### src/design/fpd_pkg.sv
// Shared constants, types and the cell record of the fixed-point divider.
package fpd_pkg;

    // Operand and quotient width, and the width of the fraction-bit register.
    localparam int WIDTH     = 32;
    localparam int FRAC_W    = 5;
    localparam int NUM_CELLS = WIDTH;

    typedef logic [WIDTH-1:0]  t_word;
    typedef logic [FRAC_W-1:0] t_frac;

    localparam t_frac FRAC_RESET = t_frac'(8);

    // Data that one divider cell holds and hands to the next cell.
    typedef struct packed {
        t_word rem;
        t_word q;
        t_word div;
        logic  coarse;
        logic  dbz;
        t_frac shift;
    } t_cell;

    // One result beat.
    typedef struct packed {
        t_word quotient;
        logic  coarse_path;
        logic  divide_by_zero;
    } t_result;

endpackage

### src/design/fpd_back.sv
// Exit stage: applies the coarse shift and zero-divisor result, output and skid registers.
module fpd_back (
    input  logic            i_clk,
    input  logic            i_rst_n,
    input  logic            i_valid,
    input  fpd_pkg::t_cell  i_cell,
    input  logic            i_ready,
    output logic            o_en,
    output logic            o_valid,
    output fpd_pkg::t_result o_result
);

    fpd_pkg::t_result n_res;
    logic             r_out_valid;
    logic             r_skid_valid;
    fpd_pkg::t_result r_out;
    fpd_pkg::t_result r_skid;

    // Final quotient from the last cell.
    always_comb begin
        if (i_cell.dbz) begin
            n_res.quotient = '1;
        end else if (i_cell.coarse) begin
            n_res.quotient = i_cell.q << i_cell.shift;
        end else begin
            n_res.quotient = i_cell.q;
        end
        n_res.coarse_path    = i_cell.coarse;
        n_res.divide_by_zero = i_cell.dbz;
    end

    // The chain moves whenever the skid register is free.
    assign o_en = !r_skid_valid;

    // Output and skid valid flags.
    always_ff @(posedge i_clk) begin
        if (!i_rst_n) begin
            r_out_valid  <= 1'b0;
            r_skid_valid <= 1'b0;
        end else if (r_skid_valid) begin
            if (i_ready) begin
                r_skid_valid <= 1'b0;
            end
        end else if (i_valid) begin
            if (!r_out_valid || i_ready) begin
                r_out_valid <= 1'b1;
            end else begin
                r_skid_valid <= 1'b1;
            end
        end else if (i_ready) begin
            r_out_valid <= 1'b0;
        end
    end

    // Output and skid payload.
    always_ff @(posedge i_clk) begin
        if (r_skid_valid) begin
            if (i_ready) begin
                r_out <= r_skid;
            end
        end else if (i_valid) begin
            if (!r_out_valid || i_ready) begin
                r_out <= n_res;
            end else begin
                r_skid <= n_res;
            end
        end
    end

    assign o_valid  = r_out_valid;
    assign o_result = r_out;

`ifndef ASSERT_OFF
    // The skid register is only used behind a full output register.
    a_skid_behind_out: assert property (@(posedge i_clk) disable iff (!i_rst_n)
        r_skid_valid |-> r_out_valid)
        else $error("skid holds a beat while the output register is empty");

    // A beat in the skid register stays until the sink takes the output.
    a_skid_holds: assert property (@(posedge i_clk) disable iff (!i_rst_n)
        (r_skid_valid && !i_ready) |=> r_skid_valid)
        else $error("skid beat dropped without a transfer");

    // A zero-divisor result is all ones and never marked coarse.
    a_dbz_result: assert property (@(posedge i_clk) disable iff (!i_rst_n)
        (r_out_valid && r_out.divide_by_zero) |->
            (r_out.quotient == '1 && !r_out.coarse_path))
        else $error("zero-divisor result malformed");
`endif

endmodule

### config.mk
export PLATFORM = sky130hd
export DESIGN_NAME = fpd_back
export DESIGN_NICKNAME = d
export VERILOG_FILES = /design/src/design/fpd_pkg.sv /design/src/design/fpd_back.sv
export SDC_FILE = /design/constraint.sdc
export NUM_CORES = 1
export LEC_CHECK = 0
export BUFFER_PORTS_ARGS = -buffer_cell sky130_fd_sc_hd__buf_2
export CORE_ASPECT_RATIO = 1.1
export CORE_MARGIN = 4
export CORE_UTILIZATION = 40
export CTS_CLUSTER_SIZE = 30
export DETAILED_ROUTE_END_ITERATION = 16
export SLEW_MARGIN = 0
export SYNTH_ARGS = -nofsm -noshare
export SYNTH_HDL_FRONTEND = slang
export SYNTH_SLANG_ARGS = --single-unit
### constraint.sdc
create_clock -name i_clk -period 9.85 [get_ports i_clk]
set_input_delay 1.97 -clock i_clk [delete_from_list [all_inputs] [get_ports i_clk]]
set_output_delay 1.97 -clock i_clk [all_outputs]
set_load 0.02 [all_outputs]
=== Word-level counts from Yosys, hierarchy flattened ===
Index checks and enable logic that the tools add are counted.

* Register bits: 70
* Input port bits: 107
* Logic and storage cells: 35

* Equal/unequal tests: 2
* Shift operators: 1
* Muxes and demuxes: 13
* Bitwise gates (word level): 2
* Reduce and logical (&&, ||, !) cells: 9

{| class="wikitable"
|+ Operators with widths
! kind !! count
|-
| 34-bit two-way mux || 4
|-
| 32-bit two-way mux || 2
|-
| 32-bit by 5-bit left shift with 32-bit output || 1
|-
| 3-bit AND reduction || 3
|-
| 1-bit two-way mux || 7
|-
| 2-bit nonzero test || 3
|-
| 1-bit logical NOT || 2
|-
| 2-bit by 1-bit inequality test with 1-bit output, second input constant || 1
|-
| 2-bit inequality test, second input constant || 1
|-
| 1-bit inverter || 2
|-
| 1-bit logical OR || 1
|}

=== Logic depth before layout (Yosys ltp) ===
* Depth after elaboration: 6
* Gate-level depth with buffers: 9
* Gate-level depth less buffers: 5

=== Least setup slack after synthesis ===
Ideal clock, no wire load.

* Path type: input to register
* From: in i_valid
* To: reg r_skid[0] in the netlist's numbering, enable pin
* Setup time: 0.478 ns
* Data arrival time: 4.621 ns
* Data required time: 9.372 ns
* Setup slack: 4.751 ns
* Stages: 2
* Buffers on the path: 0
* Cells stage by stage: nand2_1 -> nor3b_1

* Cells in the longest elaborated chain, start to end: 1

{| class="wikitable"
|+ Ends and longest elaborated chain
! item !! RTL line !! RTL
|-
| start: declaration || fpd_back.sv:5 || <nowiki>input logic i_valid,</nowiki>
|-
| 3-bit AND reduction (no line) || n/a ||
|-
| end signal: assignment || fpd_back.sv:65 || <nowiki>r_skid <= n_res;</nowiki>
|-
| end: declaration || fpd_back.sv:17 || <nowiki>fpd_pkg::t_result r_skid;</nowiki>
|}

Every way passes these cells.
A chain may end at the register's enable or synchronous reset.

==> impl_summary.txt <==
----------------------------------------------------
[Synth]
  Area of the mapped netlist ... 5260 um2
  Number of synthesized register bits ... 70
  Xor/xnor cell area share of the yosys netlist ... 0%
  Distinct cell type count of the synthesized netlist ... 63
  Fraction of the mapped netlist area in simple logic gates ... 9.87%
  Adder and majority gate portion of the synthesized area ... 0%
  Main combinational cell family by area after synthesis ... multiplexers
  Mapped Avg Cell Area ... ~12 um2
  Post-synthesis cell count ... between 400 and 500
  Part of the Yosys area used for sequential elements ... between 30% and 40%
  Compound-Gate Fraction of Synth Area ... approximately 16%
  Number of nets produced by synthesis ... between 500 and 600
  Number of enable-type register cells in the synthesized netlist ... 68
  FFs w/ async S/R, synth ... 0%
  Count of warnings emitted by yosys ... 0
  Prevailing post-synth register cell ... sky130_fd_sc_hd__edfxtp_1
  Mux cell area share after synthesis ... 29.9%

[Global route]
  Total routing resource utilization after global routing ... between 20% and 30%
  Via count of the first global-routing pass ... around 4,300
  Maximum number of pins on one net before global-route repair ... between 60 and 70
  Number of antenna violations at the first check in global routing ... 0
  Aggregate global routing overflow ... 0
  Wire length of the first global-routing pass ... between 20,000 and 30,000 um

[Clock network]
  Post-CTS setup buffer count ... 0
  Deepest clock path buffer count ... 2
  TritonCTS clock tree ... done
  Depth of the CTS H-tree ... 3
  Clock insertion delay at the later pin of the skew report ... 320 ps
  Post_cts resized ... 0
  Hold bufs inserted after CTS ... 0
  Root buffer selected by CTS ... sky130_fd_sc_hd__clkbuf_16
  Worst-path clk slew ... 60 ps
  Sink Count ... 70
  Inserted Clock Buffers ... 9

[Detailed routing]
  Detailed-route wire length ... 17,100 um
  Residual DRC ... 0
  Total iterations of the first detailed-routing run ... 5
  Average wire per cell in the routed design ... 25.6 um
  Total number of vias ... 4,445
  Initial DRC count ... ~530
  Post-DRT Antenna Nets ... 0
  DR vias/cell ... between 6 and 7

[Finish]
  Utilization after layout ... ~47%
  Layout cell share with drive strength beyond 1 ... between 30% and 40%
  Number of cells in the finished layout apart from fillers ... around 670
  Layout-stage area growth over the synthesis result ... 13.3%
  Fin area ... ~6000 um2
  Final nets ... between 600 and 700
  Number of diodes ... 0
  Top library cells by usage in the layout, fill and taps aside ... 78 x sky130_fd_sc_hd__buf_2, 68 x sky130_fd_sc_hd__edfxtp_1, 39 x sky130_fd_sc_hd__mux2_2, 34 x sky130_fd_sc_hd__mux2i_1, 31 x sky130_fd_sc_hd__nand2_1
  Commonest non-fill, non-tap cell in the layout ... sky130_fd_sc_hd__buf_2

[Critical path]
  Nature of the critical path startpoint ... input port
  Setup slack of the most critical reg-to-reg path ... 7700 ps
  Element type at the critical path end ... flip-flop
  Max Fanout on Critical Path ... slightly above 60
  Worst stage delay on the critical path ... 650 ps
  Cell family contributing the most delay on the critical path ... multiplexers
  Reg-to-reg endpoint ... r_skid[22]
  Arrival @ worst endpoint ... roughly 4700 ps
  Required arrival time at the worst endpoint ... approximately 9900 ps
  Critical setup path kind ... input port to flip-flop
  Launching point of the worst reg2reg path ... r_skid_valid
  Sum of buffers and inverters on the critical path ... 2
  Crit-path slowest cell ... sky130_fd_sc_hd__buf_4
  Worst R2R Path Depth ... 5
  List of cells traversed by the critical path ... buf_2, buf_4, mux4_1, mux2i_1, nor2_1, nand4b_1, mux2_2

[STA]
  Normalized max-slew margin ... about two fifths
  Clock period minus worst slack ... approximately 4600 ps
  Setup Skew ... 6.20 ps
  Accumulated negative setup slack ... 0 ps
  Final hold vios ... 0
  Count of endpoints failing setup in the final report ... 0
  Least-Margin Pin Slew ... between 800 and 900 ps
  Share of the cycle needed by the critical path after routing ... around 46%
  Maximum clock rate ... ~0.22 GHz
  Max-slew violation count ... 0
  RSZ-0062 raised after global routing ... no

[Job]
  Max_cap viols ... 0

[Floorplan]
  Die outline height ... 128 um
  I/O pin count ... 143
  Core Box Area ... between 10,000 and 15,000 um2
  Die outline width ... around 120 um
  Area of the die ... 15,100 um2
  Effective utilization at floorplan ... 41.3%
  Std cell rows ... 43

[Placement]
  Detailed Place HPWL ... around 12,000 um
  Number of instances in the placed design ... roughly 650
  Gp weighted congestion ... 0.953
  Number of I/O port buffers ... slightly below 80
  Dpl cell area ... 5690 um2

[Power and ir drop]
  Max IR drop VDD ... between 0.06 and 0.07 mV
  Leakage power ... about 2.1 nW
  Power per Cell Area ... about 140 nW/um2

[Worst hold path]
  End point of the worst hold path ... o_valid
  Worst Hold Launch ... o_valid
  Hold path depth ... 2
  Worst hold path class ... flip-flop to flip-flop

[Status]
  Status ... finished clean

----------------------------------------------------
layer usage:
metal	vias up	GRT usage, %	part of all wire (%)
met5	-	0	0
met4	0	9.11	3.4
met3	35	4.37	8.4
met2	272	35.1	45
met1	2204	32.2	43
li1	1934	-	-
worst max path at each step:
| stage | end | slack [ps] | cells past startpoint | start |
|---|---|---|---|---|
| after global placement | o_result[33] | 5060 | 7 | i_cell[1] |
| after CTS | o_result[33] | 5410 | 7 | i_cell[1] |
| after floorplan | r_skid[0] | 4750 | 2 | i_valid |
| final | o_result[33] | 5280 | 7 | i_cell[1] |
| after global routing | o_result[14] | 5210 | 7 | i_cell[0] |
| after detailed placement | o_result[33] | 5090 | 7 | i_cell[1] |
power by group:
group	switching [mW]	internal, mW
Sequential	0.00384	0.348
Combinational	0.128	0.0821
Clock	0.117	0.168
Total	0.250	0.598
logic make-up (layout without fill, tap and decap cells):
family	count (synthesis)	count (layout)
muxes	108	108
AOI/OAI and AO/OA	122	122
buffers and inverters	48	109
and+or+nand+nor	103	103
DFF	70	70
sequential cells by signal (all words and copies together) (netlist names):
register / flops
o_valid: 1
r_skid: 34
o_result: 34
r_skid_valid: 1
layout make-up:
type	instances	area, um2
well taps	157	196
multi-input cells	333	2940
fillers	1151	6790
clock buffers	9	225
inverters	8	30.0
flip-flops and latches	70	2080
repair buffers	85	443
clock inverters	7	41.3
worst reg2reg max path, stage by stage (launching register included):
cell,delay [ps]
sky130_fd_sc_hd__dfxtp_1,420
sky130_fd_sc_hd__inv_1,120
sky130_fd_sc_hd__buf_4,430
sky130_fd_sc_hd__nand2_1,170
sky130_fd_sc_hd__nor3b_2,170
sky130_fd_sc_hd__buf_4,440
cells in the mapped netlist (3+ instances only):
cell type / n / share of area [%]
sky130_fd_sc_hd__buf_4: 4 / 0.57
sky130_fd_sc_hd__a31oi_1: 7 / 0.83
sky130_fd_sc_hd__mux4_1: 4 / 2.0
sky130_fd_sc_hd__clkbuf_1: 20 / 1.4
sky130_fd_sc_hd__a21o_1: 3 / 0.43
sky130_fd_sc_hd__nand2_1: 31 / 2.2
sky130_fd_sc_hd__nand3_1: 8 / 0.76
sky130_fd_sc_hd__a22oi_1: 10 / 1.4
sky130_fd_sc_hd__and2_1: 5 / 0.59
sky130_fd_sc_hd__mux2_2: 39 / 8.3
sky130_fd_sc_hd__a21oi_1: 29 / 2.8
sky130_fd_sc_hd__o31ai_1: 5 / 0.71
sky130_fd_sc_hd__o211ai_1: 4 / 0.57
sky130_fd_sc_hd__a221oi_1: 5 / 0.83
sky130_fd_sc_hd__nor2b_1: 10 / 1.2
sky130_fd_sc_hd__mux4_2: 30 / 13
sky130_fd_sc_hd__o2111ai_1: 3 / 0.50
sky130_fd_sc_hd__mux2i_1: 34 / 6.5
sky130_fd_sc_hd__a22o_1: 5 / 0.83
sky130_fd_sc_hd__o21ai_0: 17 / 1.6
sky130_fd_sc_hd__nand2b_1: 8 / 0.95
sky130_fd_sc_hd__or2_2: 5 / 0.59
sky130_fd_sc_hd__buf_2: 12 / 1.1
sky130_fd_sc_hd__inv_1: 6 / 0.43
sky130_fd_sc_hd__nor3_1: 6 / 0.57
sky130_fd_sc_hd__nor2_1: 20 / 1.4
sky130_fd_sc_hd__o22ai_1: 6 / 0.71
sky130_fd_sc_hd__edfxtp_1: 68 / 39
through the flow:
step / hold slack (ps) / total power [mW] / worst slack, ps
2_1_floorplan: 498 / 0.497 / 4750
3_3_place_gp: 490 / 0.563 / 5060
3_5_place_dp: 520 / 0.564 / 5090
4_1_cts: 528 / 0.854 / 5410
5_1_grt: 557 / 0.885 / 5210
6_report: 523 / 0.847 / 5280
No activity file was read; power rests on OpenSTA's default activity.
