**config.mk**
```make
export PLATFORM = sky130hd
export DESIGN_NAME = fpd_cell
export DESIGN_NICKNAME = d
export VERILOG_FILES = /design/src/design/fpd_pkg.sv /design/src/design/fpd_cell.sv
export SDC_FILE = /design/constraint.sdc
export NUM_CORES = 1
export LEC_CHECK = 0
export BUFFER_PORTS_ARGS = -buffer_cell sky130_fd_sc_hd__buf_2
export CAP_MARGIN = 20
export CORE_UTILIZATION = 50
export CTS_CLUSTER_DIAMETER = 200
export DETAILED_ROUTE_END_ITERATION = 10
export PLACE_DENSITY_LB_ADDON = 0.3
export SLEW_MARGIN = 25
export SYNTH_ARGS = -nofsm -noshare
export SYNTH_HDL_FRONTEND = slang
export SYNTH_SLANG_ARGS = --single-unit
export TNS_END_PERCENT = 20
```
**constraint.sdc**
```tcl
create_clock -name i_clk -period 5.45 [get_ports i_clk]
set_clock_uncertainty 0.05 [all_clocks]
set_input_delay 0 -clock i_clk [delete_from_list [all_inputs] [get_ports i_clk]]
set_output_delay 0 -clock i_clk [all_outputs]
set_load 0.01 [all_outputs]
```
**src/design/fpd_pkg.sv**
```systemverilog
// Shared constants, types and the cell record of the fixed-point divider.
package fpd_pkg;

    // Operand and quotient width, and the width of the fraction-bit register.
    localparam int WIDTH     = 32;
    localparam int FRAC_W    = 5;
    localparam int NUM_CELLS = WIDTH;

    typedef logic [WIDTH-1:0]  t_word;
    typedef logic [FRAC_W-1:0] t_frac;

    localparam t_frac FRAC_RESET = t_frac'(8);

    // Data that one divider cell holds and hands to the next cell.
    typedef struct packed {
        t_word rem;
        t_word q;
        t_word div;
        logic  coarse;
        logic  dbz;
        t_frac shift;
    } t_cell;

    // One result beat.
    typedef struct packed {
        t_word quotient;
        logic  coarse_path;
        logic  divide_by_zero;
    } t_result;

endpackage

```
**src/design/fpd_cell.sv**
```systemverilog
// One restoring division step: brings down a numerator bit, yields a quotient bit.
module fpd_cell (
    input  logic           i_clk,
    input  logic           i_rst_n,
    input  logic           i_en,
    input  logic           i_valid,
    input  fpd_pkg::t_cell i_cell,
    output logic           o_valid,
    output fpd_pkg::t_cell o_cell
);

    logic [fpd_pkg::WIDTH:0] w_trial;
    logic [fpd_pkg::WIDTH:0] w_diff;
    logic                    w_ge;
    fpd_pkg::t_cell          n_cell;
    logic                    r_valid;
    fpd_pkg::t_cell          r_cell;

    // Shift the next numerator bit into the remainder and try the subtract.
    always_comb begin
        w_trial = {i_cell.rem, i_cell.q[fpd_pkg::WIDTH-1]};
        w_diff  = w_trial - {1'b0, i_cell.div};
        w_ge    = !w_diff[fpd_pkg::WIDTH];

        n_cell     = i_cell;
        n_cell.rem = w_ge ? w_diff[fpd_pkg::WIDTH-1:0] : w_trial[fpd_pkg::WIDTH-1:0];
        n_cell.q   = {i_cell.q[fpd_pkg::WIDTH-2:0], w_ge};
    end

    // Valid flag of this cell.
    always_ff @(posedge i_clk) begin
        if (!i_rst_n) begin
            r_valid <= 1'b0;
        end else if (i_en) begin
            r_valid <= i_valid;
        end
    end

    // Payload of this cell.
    always_ff @(posedge i_clk) begin
        if (i_en) begin
            r_cell <= n_cell;
        end
    end

    assign o_valid = r_valid;
    assign o_cell  = r_cell;

endmodule

```
* Yosys cells after proc, flatten, opt, wreduce, memory -nomap -nowiden
Cells that the tools add are included.
** Word-level totals
- Register bits after elaboration :: 104
- Output and inout bits :: 104
- Word-level logic and storage cells :: 10
** Operators by class
- Add/subtract/negate cells :: 1
- Mux-type cells :: 1
- Reduce and logical (&&, ||, !) cells :: 1
** Operator list (count)
- $sub 33x32->33 :: 1
- $mux 32 :: 1
- $logic_not 1->1 :: 1

* Depth between registers and ports, before layout
Gate-level depths: netlist of the first run.
- Word-level depth :: 2
- Gate-level depth with buffers :: 12
- Gate-level depth less buffers :: 11

* Worst setup path before layout of the first run
Ideal clock, no wire load.
- Kind :: input-to-reg
- Start point :: input i_cell[70] (netlist name)
- End point :: register r_cell (netlist bit o_cell[75]), data pin
- Data arrival time :: 2.257 ns
- Required time :: 5.140 ns
- Setup slack :: 2.883 ns
- Stages on the path :: 12
- Buffers on the path :: 1
- Cells stage by stage :: inv_1 ha_1 fa_1 nand2b_1 a21oi_1 o211ai_1 a21oi_1 o31a_2 mux2i_1 nor2_2 buf_6 mux2_4
** RTL lines
- start: declaration :: line fpd_cell.sv:7 : input fpd_pkg::t_cell i_cell,
- end signal: assignment :: line fpd_cell.sv:42 : r_cell <= n_cell;
- end: declaration :: line fpd_cell.sv:17 : fpd_pkg::t_cell r_cell;

==> results of run 1 <==
## final cells by class
class	count	area share, %
inverter	38	1.77
sequential	104	38.7
multi-input combinational	297	28.6
clock buffer	11	1.88
clock inverter	5	0.576
tap	140	2.18
timing repair buffer	316	26.2
## power by group through the flow
stage / registers (mW) / logic (mW) / clock network [mW]
floorplan: 1.07 / 0.293 / 0
global placement: 1.02 / 0.523 / 0
detailed placement: 1.02 / 0.531 / 0
CTS: 1.00 / 0.592 / 0.493
global route: 1.01 / 0.648 / 0.512
finish: 1.00 / 0.597 / 0.485
## worst max path at each step
stage | startpoint | to | slack, ns | depth (start not counted)
floorplan | i_cell[70] | o_cell[75] | 2.88 | 12
global placement | i_cell[7] | o_cell[88] | 1.96 | 12
detailed placement | i_cell[7] | o_cell[80] | 1.89 | 12
CTS | i_cell[7] | o_cell[80] | 1.71 | 13
global route | i_cell[70] | o_cell[87] | 1.54 | 14
finish | i_cell[7] | o_cell[80] | 1.78 | 13
## metal layers
metal,global-route usage (%),wire [um],up-vias
li1,-,-,2306
met4,9.59,278,0
met3,3.62,891,19
met5,0,0,-
met1,30.0,6130,2263
met2,46.6,7550,175
## metrics by stage
stage | util (%) | hold slack [ns]
final | 73.8 | 0.0742
after global routing | 73.8 | 0.0948
after CTS | 73.8 | 0.0800
after detailed placement | 62.4 | 0.128
after global placement | 62.4 | 0.126
after floorplan | - | 0.0489
## synthesized netlist by cell type, types with 4 or more instances
library cell | instances | share of area [%]
a21o_1 | 18 | 2.4
a21oi_1 | 38 | 3.4
and3_1 | 4 | 0.44
buf_6 | 4 | 0.80
clkbuf_1 | 5 | 0.33
edfxtp_1 | 103 | 55
ha_1 | 32 | 7.1
inv_1 | 38 | 2.5
mux2_4 | 25 | 6.7
mux2i_1 | 6 | 1.1
nand2_1 | 27 | 1.8
nand2b_1 | 8 | 0.89
nand3_1 | 10 | 0.89
nand4_1 | 6 | 0.67
nor2_1 | 18 | 1.2
nor2b_1 | 6 | 0.67
nor3_1 | 4 | 0.36
o211ai_1 | 6 | 0.80
o21a_1 | 5 | 0.67
o21ai_0 | 17 | 1.5
o21bai_1 | 5 | 0.67
xnor2_1 | 13 | 2.0
xor2_1 | 10 | 1.6
## worst register-to-register path, cell delays in order (launching register included)
cell and delay, ns:
dfxtp_1 0.32, mux2i_1 0.12, nor2b_1 0.06, dlygate4sd3_1 0.56
## flip-flops by register name, indices dropped and copies added, names as in the netlist
| signal | flops |
|---|---|
| o_cell | 103 |
| o_valid | 1 |
## kinds of logic after synthesis
| group | count (synthesis) | synth area share [%] |
|---|---|---|
| buffers and inverters | 49 | 3.85 |
| XOR/XNOR | 23 | 3.58 |
| flip-flops | 104 | 55.4 |
| multiplexers | 34 | 8.34 |
| AO/OA/AOI/OAI | 107 | 12.2 |
| AND/OR/NAND/NOR | 100 | 9.21 |
| adder cells (fa/ha/maj) | 33 | 7.48 |
==> out/metrics.cfg, run 1 <==
[power]
swShare_pct=29.1
intPower_mw=1.48
p_seq_share_pct=48.1
power_density_nw_per_um2=260
power_frac_clock_pct=23.3
peakVddDrop_uv=196
leakage_nw=3.68
total_power_mw=2.09
pwr-share-comb_pct=28.6
p_sw_mw=0.608

[sta]
fin_tns_setup_ns=0
slew-limit-headroom_pct=46.9
hold_viol=0
fin_crit_sh_pct=67.4
setup_ws_ns=1.78
worst_pin_slew_ns=0.797
setup_violations=0
finalCriticalPeriod_ns=3.67
report.final.slew_viol_count=0
timing.fmax_mhz=272
grt_setup_unrepaired=no

[placed_design]
dp_cells=791
port_buffers=210
pre_cts_ws_ns=1.89
gp_congestion=0.844
dpl-instance-area_um2=6800
dp_hpwl_mm=10.0

[final_layout]
fillers=731
multiInputGateArea_um2=2300
mostFrequentLayoutCells=209 x buf_2, 104 x dlygate4sd3_1, 103 x edfxtp_1
layout_commonest_cell=buf_2
register_area_um2=3110
final_nets=906
area_growth_pct=42.9
diodes=0
drive_gt1_share_pct=34.1
layout.cells.non_filler=911
final_area_um2=8040

[setup_path]
path_cells=dlygate4sd3_1, buf_2, ha_1, fa_1, nand2b_1, a21oi_1, o211ai_1, a21oi_1, o31a_2, mux2i_1, nor2_4, buf_4, mux2_4
path_max_fanout=21
r2r_setup_slack_ns=4.23
crit_family=buffers and inverters
crit_top_cell=a21oi_1
cp-end-kind=register
r2r_end=o_valid
r2r_cells=3
worst_path_largest_cell_delay_ns=0.64
r2r_start=o_valid
crit_slowest_cell=nor2_4
arrival_ns=3.76
path_class=input port to register
crit_path_start_kind=input port
cp_num_buf_inv=3
cp.required_ns=5.54

[synth]
ys_seq_area_share_pct=55.4
ys_warn_count=0
synth-seq-cells=104
yosysUniqueCellTypes=50
syn_inst=450
ys.flop_type=edfxtp_1
syn_nets=590
syn_area_per_cell_um2=12.5
syn_area_um2=5620
postSynth.asyncResetShare_pct=0
synth_edf_count=103

[route]
wl_per_cell_um=16.3
drc=0
routed_wl_mm=14.8
first_iter_violations=202
first_pass_iters=4
antenna_left=0
vias=4763
vias_per_cell=5.23

[floorplanning]
fp.dieW_um=108
die-area_um2=11700
initial_core_util_pct=51.6
die-height_um=108
rows=38
core-area_um2=10900
boundaryPins=211

[global_routing]
antenna_found_initial=0
grt_max_degree=65
first_global_vias=4861
grt_pass1_wl_mm=22.7
gr-total-overflow=0
track_usage_pct=25.4

[hold_path]
hold_depth=1
hold_class=input port to register
worstHoldStart=i_en
whs_endpoint=o_cell[87]

[clock_network]
clock-root-buffer=clkbuf_8
cts_tree=done
clock_latency_ns=0.38
clk_path_buf_depth=2
htree_levels=3
numCtsBuffers=9
cts-resized-gates=0
postCtsSetupBuffers=0
cts_num_sinks=104
path_clk_slew_ns=0.10
ctsHoldBuffers=104

[flow_run]
cap_violations=0

[run_status]
outcome=finished, final reports clean

Power figures use the tool's default switching activity.
==> inputs of run 2 (changes only) <==
==> constraint.sdc (replaced) <==
create_clock -name i_clk -period 3.8 [get_ports i_clk]
set_clock_uncertainty 0.05 [all_clocks]
set_input_delay 0 -clock i_clk [delete_from_list [all_inputs] [get_ports i_clk]]
set_output_delay 0 -clock i_clk [all_outputs]
set_load 0.01 [all_outputs]
==> out/metrics.cfg, run 2 (same netlist as run 1, synthesis figures left out) <==
[run_status]
outcome=finished, final reports clean

[global_routing]
grt_max_degree=84
antenna_found_initial=0
track_usage_pct=26.4
first_global_vias=4854
grt_pass1_wl_mm=23.4
gr-total-overflow=0

[sta]
grt_setup_unrepaired=no
whs_ns=0.121
fin_tns_setup_ns=0
report.final.slew_viol_count=0
timing.fmax_mhz=305
hold_viol=0
worst_pin_slew_ns=0.796
slew-limit-headroom_pct=47.0
finalCriticalPeriod_ns=3.28
setup_violations=0
fin_crit_sh_pct=86.4

[route]
drc=0
vias=4777
wl_met3_um=955
met2_length_mm=7.81
top_layer_used=met4
first_iter_violations=267
first_pass_iters=4
wl_per_cell_um=17.0
antenna_left=0
routed_wl_mm=15.5
wl_met1_mm=6.39
vias_per_cell=5.24

[setup_path]
crit_path_start_kind=input port
r2r_cells=3
crit_top_cell=a21oi_1
worst_path_largest_cell_delay_ns=0.54
path_class=input port to register
cp_num_buf_inv=3
path_depth=13
cp.required_ns=3.89
crit_family=buffers and inverters
arrival_ns=3.37
crit_slowest_cell=dlygate4sd3_1
path_cells=dlygate4sd3_1, buf_2, ha_1, fa_1, nand2b_1, a21oi_1, o211ai_1, a21oi_1, o31a_2, mux2i_1, nor2_4, buf_4, mux2_2
path_max_fanout=21
cp-end-kind=register

[power]
peakVddDrop_uv=238
leakage_nw=3.70
power_density_nw_per_um2=381
total_power_mw=3.07

[floorplanning]
die-area_um2=11700
fp.dieW_um=108
core-area_um2=10900
rows=38
boundaryPins=211
die-height_um=108
initial_core_util_pct=51.6

[final_layout]
largest_register_ffs=103
multiInputGateArea_um2=2300
mostFrequentLayoutCells=209 x buf_2, 104 x dlygate4sd3_1, 103 x edfxtp_1
register_area_um2=3110
area_growth_pct=43.5
final_util_pct=74.1
diodes=0
final_nets=907
drive_gt1_share_pct=34.2
fillers=749
final_area_um2=8070
layout_commonest_cell=buf_2

[placed_design]
dp_hpwl_mm=10.3
dpl-instance-area_um2=6810
gp_congestion=0.840
port_buffers=210

[hold_path]
hold_class=input port to register
hold_depth=1

[clock_network]
clk_path_buf_depth=2
htree_levels=3
postCtsSetupBuffers=0
cts_num_sinks=104
cts_tree=done
numCtsBuffers=9
clock-root-buffer=clkbuf_8
path_clk_slew_ns=0.10
clock_latency_ns=0.37

[flow_run]
cap_violations=0

## run 2: cell count changes in the layout (fill, tap and decap cells not counted), sizes merged
cell / delta
buf: +1
bufinv: +1
clkinv: -2
inv: +1
## run 2: final timing paths
path            endpoint  slack, ns       from
min reg2reg      o_valid       1.05    o_valid
min           o_cell[25]       0.12       i_en
max reg2reg      o_valid       2.58    o_valid
max          o_cell[102]       0.52  i_cell[7]
## run 2: timing repair
item | CTS | global route
resized for setup | 0 | 0
endpoints found under the hold margin | 103 | 0
hold buffers | 104 | 0
## run 2: layer usage
metal	track usage, %	up-vias
met5	0	-
met4	9.10	0
met3	4.70	27
met2	46.6	202
met1	32.4	2243
li1	-	2305
## run 2: power by group
part	internal (mW)	total, mW	leakage [nW]	switching, mW
Sequential	1.41	1.44	1.02	0.0337
Clock	0.353	0.765	0.113	0.413
Combinational	0.430	0.866	2.57	0.436
## run 2: layout make-up
type,count,share of cell area (%)
clock buffer,11,1.88
clock inverter,5,0.837
sequential,104,38.6
timing repair buffer,317,26.3
multi-input combinational,297,28.5
inverter,38,1.77
tap,140,2.17
## run 2: metrics by stage
step                instances  worst slack [ns]
CTS                       912             0.593
floorplan                 450              1.23
finish                    912             0.517
global route              912             0.362
global placement          792             0.809
detailed placement        792             0.761
## run 2: worst reg2reg max path, stage by stage, from the launching register on
cell	delay, ns
dfxtp_1	0.32
mux2i_1	0.12
nor2b_1	0.06
dlygate4sd3_1	0.56
