==> config.mk <==
export PLATFORM = sky130hd
export DESIGN_NAME = fpd_front
export DESIGN_NICKNAME = d
export VERILOG_FILES = /design/src/design/fpd_pkg.sv /design/src/design/fpd_front.sv
export SDC_FILE = /design/constraint.sdc
export NUM_CORES = 1
export LEC_CHECK = 0
export BUFFER_PORTS_ARGS = -buffer_cell sky130_fd_sc_hd__buf_2
export CORE_ASPECT_RATIO = 0.5
export CORE_UTILIZATION = 35
export CTS_CLUSTER_DIAMETER = 100
export DETAILED_ROUTE_END_ITERATION = 8
export SLEW_MARGIN = 10
export SYNTH_ARGS = -nofsm -noshare
export SYNTH_HDL_FRONTEND = slang
export SYNTH_SLANG_ARGS = --single-unit
==> constraint.sdc <==
create_clock -name i_clk -period 4.6 [get_ports i_clk]
set_clock_uncertainty 0.1 [all_clocks]
set_input_delay 0.92 -clock i_clk [delete_from_list [all_inputs] [get_ports i_clk]]
set_output_delay 0.92 -clock i_clk [all_outputs]
set_load 0.05 [all_outputs]
==> src/design/fpd_pkg.sv <==
// Shared constants, types and the cell record of the fixed-point divider.
package fpd_pkg;

    // Operand and quotient width, and the width of the fraction-bit register.
    localparam int WIDTH     = 32;
    localparam int FRAC_W    = 5;
    localparam int NUM_CELLS = WIDTH;

    typedef logic [WIDTH-1:0]  t_word;
    typedef logic [FRAC_W-1:0] t_frac;

    localparam t_frac FRAC_RESET = t_frac'(8);

    // Data that one divider cell holds and hands to the next cell.
    typedef struct packed {
        t_word rem;
        t_word q;
        t_word div;
        logic  coarse;
        logic  dbz;
        t_frac shift;
    } t_cell;

    // One result beat.
    typedef struct packed {
        t_word quotient;
        logic  coarse_path;
        logic  divide_by_zero;
    } t_result;

endpackage

==> src/design/fpd_front.sv <==
// Entry stage: picks the fine or coarse path and registers the numerator.
module fpd_front (
    input  logic           i_clk,
    input  logic           i_rst_n,
    input  logic           i_en,
    input  logic           i_valid,
    input  fpd_pkg::t_word i_dividend,
    input  fpd_pkg::t_word i_divisor,
    input  fpd_pkg::t_frac i_frac_bits,
    output logic           o_valid,
    output fpd_pkg::t_cell o_cell
);

    logic [2*fpd_pkg::WIDTH-1:0] w_wide;
    logic                        w_fine;
    logic                        w_dbz;
    fpd_pkg::t_cell              n_cell;
    logic                        r_valid;
    fpd_pkg::t_cell              r_cell;

    // The pre-shift is safe when no dividend bit leaves the word.
    always_comb begin
        w_wide = {{fpd_pkg::WIDTH{1'b0}}, i_dividend} << i_frac_bits;
        w_fine = (w_wide[2*fpd_pkg::WIDTH-1:fpd_pkg::WIDTH] == '0);
        w_dbz  = (i_divisor == '0);

        n_cell.rem    = '0;
        n_cell.q      = w_fine ? w_wide[fpd_pkg::WIDTH-1:0] : i_dividend;
        n_cell.div    = i_divisor;
        n_cell.dbz    = w_dbz;
        n_cell.coarse = !w_dbz && !w_fine;
        n_cell.shift  = w_fine ? '0 : i_frac_bits;
    end

    // Valid flag of the entry stage.
    always_ff @(posedge i_clk) begin
        if (!i_rst_n) begin
            r_valid <= 1'b0;
        end else if (i_en) begin
            r_valid <= i_valid;
        end
    end

    // Payload of the entry stage.
    always_ff @(posedge i_clk) begin
        if (i_en) begin
            r_cell <= n_cell;
        end
    end

    assign o_valid = r_valid;
    assign o_cell  = r_cell;

endmodule

### Word-level counts from Yosys, hierarchy flattened

Cells that the tools add are included.

* latch bits: 0
* bits in writable memories: 0
* memory bits (read-only): 0
* register bits: 72
* bits of input ports: 73
* memories: 0
* logic and storage cells: 13
* output and inout bits: 104

* bitwise logic cells: 0
* reduce and logical (&&, ||, !) cells: 5
* shifts and indexed selects: 1
* muxes and demuxes: 1
* magnitude comparators: 0
* multipliers: 0
* $add $sub $neg: 0
* equality and inequality tests: 0
* divide/modulo/power cells: 0

Operators by type and width (count)
* zero test 32 bit: 2
* << shifter 32 x 5 -> 64 bit: 1
* two-way mux 32 bit: 1
* zero test 1 bit: 2
* logical AND 1 bit: 1

### Depth between registers and ports, before layout

Gate-level depths: netlist (run 1).

* word-level depth: 4
* depth in mapped cells: 13
* gate-level depth less buffers: 7

### Worst setup path before layout (run 1)

No wires, ideal clock.

* path type: in2reg
* from: input port i_frac_bits[0]
* to: register r_cell, in the netlist o_cell[56] (data pin)
* path slack: 0.605 ns
* cell stages on the path: 11
* library setup time: 0.260 ns
* buffers on the path: 4
* data arrival time: 3.635 ns
* required time: 4.240 ns
* cell sequence: buf_6 -> buf_2 -> buf_2 -> mux2_2 -> mux2i_1 -> o41ai_1 -> or4_1 -> a211oi_4 -> o21ba_2 -> buf_4 -> mux2_2

RTL lines
* from (decl): line fpd_front.sv:9 `input fpd_pkg::t_frac i_frac_bits,`
* to (signal assigned): line fpd_front.sv:47 `r_cell <= n_cell;`
* to (decl): line fpd_front.sv:19 `fpd_pkg::t_cell r_cell;`

==> run_results.csv, run 1 <==
group,metric,value,unit
status,status,"finished clean",
global_routing,grt_antenna_before_repair,0,
worst_setup_path,cp_slowest_cell,"or4b_1",
placed_design,dp_hpwl,11.1,mm
logic_synthesis,ys_ff_latch,72,
clocking,cts.clk_slew.worst_paths,0.06,ns
clocking,clock-sinks,72,
clocking,clk_path_buf_depth,2,
logic_synthesis,synth_area_leaders,"edfxtp_1, mux4_2, mux2i_1, buf_4, mux2_2",
pwr,power_frac_seq,37.4,%
layout,final_common_cell,"buf_2",
pwr,comb_power_share,30.4,%
die,num_rows,29,
logic_synthesis,syn_avg_cell_area,11.7,sq um
layout,areaGrowthSynthToFinish,23.2,%
worst_setup_path,end_kind,"flop",
routing,drtIter0Drc,337,
placed_design,dp.cells,733,
clocking,cts_buffers,9,
global_routing,grt_usage,20.5,%
worst_setup_path,critical_path.top_delay_family,"compound AO/OA/AOI/OAI gates",
worst_setup_path,cp-start-kind,"input port",
routing,routed_wl,14.7,mm
layout,n_antenna_cell,0,
logic_synthesis,ys_types,59,
pwr,clkPwrFrac,32.3,%
worst_setup_path,crit_chain,"buf_2 > buf_4 > mux4_2 > a211oi_1 > a22oi_1 > or4b_1 > a211oi_4 > o21bai_2 > a221o_1",
clocking,post_cts_buffers,0,
placed_design,pre_cts_ws,0.170,ns
clocking,cts_htree_levels,3,
pwr,peakVddDrop,0.000158,V
min_path,hp-class,"reg -> reg",
sta,max_slew.worst_pin.slew,1.04,ns
logic_synthesis,synth_flop_cell,"edfxtp_1",
logic_synthesis,async_flop_share,0,%
routing,dr.pass1.iters,5,
logic_synthesis,synth.top_cell.area_share,43.9,%
logic_synthesis,synth_largest_area_cell,"edfxtp_1",
placed_design,numPortBuffers,144,
sta,slew_headroom,30.7,%
die,fp.dieW,169,um
sta,fin_hold_ws,0.412,ns
pwr,power_switching,792,uW
sta,timing.final.crit_share,88.6,%
routing,vias_per_cell,5.46,
layout,final_cell_count_no_fill,749,
clocking,cts_root_buf,"clkbuf_16",
clocking,clock_latency,0.33,ns
logic_synthesis,synth-edff-count,71,
routing,drc_errors,0,
pwr,leakagePower,0.00244,uW
global_routing,grt_pass1_vias,3736,
sta,rsz0062_at_grt,"false",
layout,final_cell_mix,"buf_2, edfxtp_1, nand2_1, conb_1, nor2_1",
pwr,internal_power,1340,uW
worst_setup_path,crit_fanout,18,
layout,nNetsFinal,631,
layout,drive_above_1_share,41.2,%
pwr,power-per-cell-area,356,nW/um^2
routing,antenna_left,0,
sta,finalHoldViolCount,0,
logic_synthesis,synthCells,416,
sta,tns,0,ns
logic_synthesis,syn_area,4860,sq um
worst_setup_path,crit_type,"in -> reg",
worst_setup_path,critPathBufInv,2,
sta,setup_slack,0.526,ns
logic_synthesis,ys_warn_count,0,
clocking,tritoncts,"yes",
global_routing,overflow,0,
job,max-cap-violations,0,
routing,vias,4090,
global_routing,grt_max_degree,40,
layout,fill_cells,1249,
die,die-area,14400,sq um
worst_setup_path,worst_ep_arrival_time,4.06,ns
worst_setup_path,slowest_delay,0.62,ns
pwr,total_power,2130,uW
pwr,p_sw_share,37.2,%
sta,setup-violations-final,0,
sta,min_period,4.07,ns
sta,slew_viol_final,0,
die,start_util,37.1,%
die,die_h,85.3,um
routing,wire_per_inst,19.6,um
clocking,cts_resized,0,
worst_setup_path,critPathRequiredTime,4.58,ns
global_routing,grt_pass1_wl,22.0,mm
sta,max_freq,0.245,GHz
die,core,13100,sq um
clocking,hold_buffers,0,
logic_synthesis,synth_seq_area_share,44.3,%
placed_design,globalplace.congestion,0.899,
die,io_pins,177,
[cell type report]
cell class / count / area, sq um / share of cell area (%)
flip-flops and latches: 72 / 2150 / 36.0
multi-input cells: 304 / 2390 / 40.0
inverters: 9 / 33.8 / 0.565
well taps: 186 / 233 / 3.89
repair buffers: 162 / 881 / 14.7
clock buffers: 9 / 225 / 3.77
clock inverters: 7 / 62.6 / 1.05
[power groups by stage]
stage          Clock, uW  Sequential (uW)  Combinational, uW
2_1_floorplan          0             1000                286
3_3_place_gp           0              810                641
3_5_place_dp           0              811                641
4_1_cts              700              797                642
5_1_grt              733              801                678
6_report             687              796                647
[stage by stage]
| step | instance area (sq um) | util, % |
|---|---|---|
| final | 5980 | 45.7 |
| after global routing | 5980 | 45.7 |
| after CTS | 5980 | 45.7 |
| after detailed placement | 5690 | 43.5 |
| after global placement | 5690 | 43.5 |
| after floorplan | 4970 | - |
[registers in the layout, indices dropped and copies added (netlist names)]
name and flops:
o_cell 71, o_valid 1
[cells by family (layout without fill, tap and decap cells)]
group | Yosys count | in the layout | synth area share (%)
AOI/OAI and AO/OA | 96 | 96 | 15.0
other | 1 | 32 | 0.0772
DFF | 72 | 72 | 44.3
and+or+nand+nor | 105 | 105 | 10.5
muxes | 71 | 71 | 21.3
buffers and inverters | 71 | 187 | 8.79
[routing by layer]
metal | part of all wire (%) | vias up | track usage (%)
met3 | 10 | 21 | 4.71
met4 | 1.8 | 0 | 7.36
met2 | 42 | 264 | 30.3
met5 | 0 | - | 0
li1 | - | 1860 | -
met1 | 46 | 1945 | 29.3
[worst register-to-register path: stages (launching register included)]
cell and delay, ns:
dfxtp_1 0.30, mux2i_1 0.12, nor2b_1 0.06
[synth_stat cells (2+ instances only)]
cell type / n
inv_2: 2
or4_1: 2
buf_6: 4
or2_2: 2
o2111ai_1: 2
nand4_1: 3
inv_1: 7
o21ai_0: 13
o21a_1: 3
o211ai_1: 3
o22ai_1: 4
o31ai_1: 2
nor4_1: 11
nor2_1: 29
clkbuf_1: 13
mux2_2: 19
or2_0: 3
and2_1: 3
a2111oi_0: 2
nor3_1: 9
a221o_1: 2
buf_1: 7
buf_2: 5
nand2_1: 32
mux2i_1: 26
buf_4: 33
mux2_4: 2
mux4_2: 23
nand2b_1: 3
and3_1: 2
a22oi_1: 4
a31oi_1: 4
o2bb2ai_1: 10
edfxtp_1: 71
a21oi_1: 17
o211a_1: 2
a21o_1: 2
o22a_1: 7
a22o_1: 8
[path summary, 6_finish.rpt]
path | startpoint | to | slack [ns] | cells past startpoint
min | o_valid | o_valid | 0.41 | 2
min reg2reg | o_valid | o_valid | 0.41 | 2
max reg2reg | o_valid | o_valid | 3.91 | 2
max | i_frac_bits[0] | o_cell[62] | 0.53 | 9
(Power assumes the default switching activity.)
==> inputs of run 2 (changes only) <==
==> constraint.sdc (replaced) <==
create_clock -name i_clk -period 3.5 [get_ports i_clk]
set_clock_uncertainty 0.1 [all_clocks]
set_input_delay 0.7 -clock i_clk [delete_from_list [all_inputs] [get_ports i_clk]]
set_output_delay 0.7 -clock i_clk [all_outputs]
set_load 0.05 [all_outputs]
==> run 2 against run 1 <==
  * Utilization rose by 4.8 points
  * Critical path depth rose by 2
  * Total power rose by 37%
  * Sequential power rose by 31%
  * Cell count rose by 8.7%
  * Hold slack improved by 0.0088 ns
  * Largest cell class unchanged
==> run_results.csv, run 2 (synthesis gave the netlist of run 1 again) <==
group,metric,value,unit
status,status,"finished clean",
layout,nNetsFinal,695,
routing,dr.pass1.iters,6,
min_path,min_to,"o_valid",
die,die_h,85.3,um
placed_design,numPortBuffers,144,
sta,max_slew.worst_pin.slew,0.692,ns
sta,finalHoldViolCount,0,
worst_setup_path,cp-start-kind,"input port",
clocking,tritoncts,"yes",
layout,final_cell_mix,"buf_2, buf_4, edfxtp_1",
layout,areaGrowthSynthToFinish,36.1,%
clocking,clk_path_buf_depth,2,
die,core,13100,sq um
global_routing,overflow,0,
placed_design,dp.cells,795,
routing,drc_errors,0,
global_routing,grt_pass1_wl,23.0,mm
global_routing,grt_max_degree,34,
layout,final_cell_count_no_fill,814,
clocking,clock_latency,0.34,ns
worst_setup_path,ff2ff_setup_slack,2.82,ns
min_path,min_from,"o_valid",
worst_setup_path,crit_fanout,18,
die,die-area,14400,sq um
placed_design,globalplace.congestion,0.931,
layout,multi_input_area,2450,sq um
pwr,leakagePower,0.00282,uW
pwr,power-per-cell-area,441,nW/um^2
pwr,peakVddDrop,0.000223,V
clocking,hold_buffers,0,
routing,vias,4341,
layout,largest_register_ffs,71,
sta,slew_viol_final,0,
layout,fill_cells,1168,
routing,antenna_left,0,
routing,vias_per_cell,5.33,
min_path,holdPathStages,2,
layout,final_common_cell,"buf_2",
min_path,hp-class,"reg -> reg",
die,num_rows,29,
sta,slew_headroom,52.7,%
clocking,cts_htree_levels,3,
worst_setup_path,end_kind,"flop",
job,max-cap-violations,0,
global_routing,grt_pass1_vias,4089,
sta,max_freq,0.290,GHz
worst_setup_path,r2r_cells,2,
worst_setup_path,critPathRequiredTime,3.61,ns
clocking,cts.clk_slew.worst_paths,0.06,ns
clocking,cts_root_buf,"clkbuf_16",
routing,routed_wl,15.3,mm
die,io_pins,177,
worst_setup_path,r2r_end,"o_valid",
sta,timing.final.crit_share,98.4,%
die,fp.dieW,169,um
layout,register_area,2150,sq um
layout,post-route-util,50.5,%
worst_setup_path,crit_type,"in -> reg",
sta,min_period,3.44,ns
clocking,clock-sinks,72,
sta,setup-violations-final,0,
pwr,total_power,2910,uW
clocking,cts_buffers,9,
placed_design,dp_hpwl,12.0,mm
global_routing,grt_antenna_before_repair,1,
routing,drtIter0Drc,474,
die,start_util,37.1,%
worst_setup_path,worst_ep_arrival_time,3.55,ns
global_routing,grt_usage,21.4,%
sta,rsz0062_at_grt,"false",
worst_setup_path,r2r_start,"o_valid",
layout,drive_above_1_share,48.0,%
routing,wire_per_inst,18.7,um
## run 2: changes by cell type in the layout (fill, tap and decap cells not counted), sizes merged
| cell | previous run | this run |
|---|---|---|
| clkbuf | 9 | 11 |
| bufinv | 0 | 1 |
| diode | 0 | 1 |
| inv | 12 | 11 |
| buf | 162 | 224 |
## run 2: how the worst max path moves through the flow
stage	from	endpoint	cells after the start
2_1_floorplan	i_frac_bits[0]	o_cell[56]	9
4_1_cts	i_frac_bits[0]	o_cell[56]	8
3_3_place_gp	i_frac_bits[0]	o_cell[57]	9
6_report	i_frac_bits[1]	o_cell[62]	11
5_1_grt	i_frac_bits[0]	o_cell[43]	9
3_5_place_dp	i_frac_bits[0]	o_cell[56]	9
## run 2: timing repair
item	in CTS	in global routing
setup endpoints to repair	37	29
resized for setup	6	6
cloned	0	1
pin swaps	1	3
buffers inserted	0	1
## run 2: through the flow
step,setup TNS (ns),hold WS [ns],area [sq um],setup WS (ns)
global route,0,0.443,6610,0.00970
detailed placement,-17.76,0.413,6220,-0.533
CTS,0,0.425,6550,0.0105
floorplan,-0.615,0.643,5030,-0.124
finish,0,0.421,6610,0.0570
global placement,-14.66,0.390,6220,-0.444
## run 2: worst max-delay path, cell delays in order
cell and delay [ns]:
clkbuf_4 0.23, buf_4 0.19, buf_4 0.14, or2_2 0.35, a22o_1 0.25, a31oi_1 0.32
and2_1 0.22, a31oi_1 0.10, buf_4 0.26, a2111oi_0 0.57, a221o_1 0.21
## run 2: cell type report
cell class,instances,area share [%]
diodes,1,0.0379
clock buffers,9,3.41
clock inverters,7,1.17
inverters,9,0.511
multi-input cells,304,37.1
flip-flops and latches,72,32.6
well taps,186,3.52
repair buffers,226,21.7
## run 2: power by group
group / switching, uW / internal, uW / total, uW
logic: 636 / 313 / 950
registers: 14.5 / 1030 / 1040
clock network: 362 / 557 / 919
total: 1010 / 1900 / 2910
## run 2: layer usage
| metal | track usage [%] | vias up | routed length [um] |
|---|---|---|---|
| met5 | 0 | - | 0 |
| met4 | 6.20 | 0 | 204 |
| met3 | 5.04 | 19 | 1540 |
| met2 | 32.8 | 271 | 6580 |
| met1 | 30.3 | 2066 | 6930 |
| li1 | - | 1985 | - |
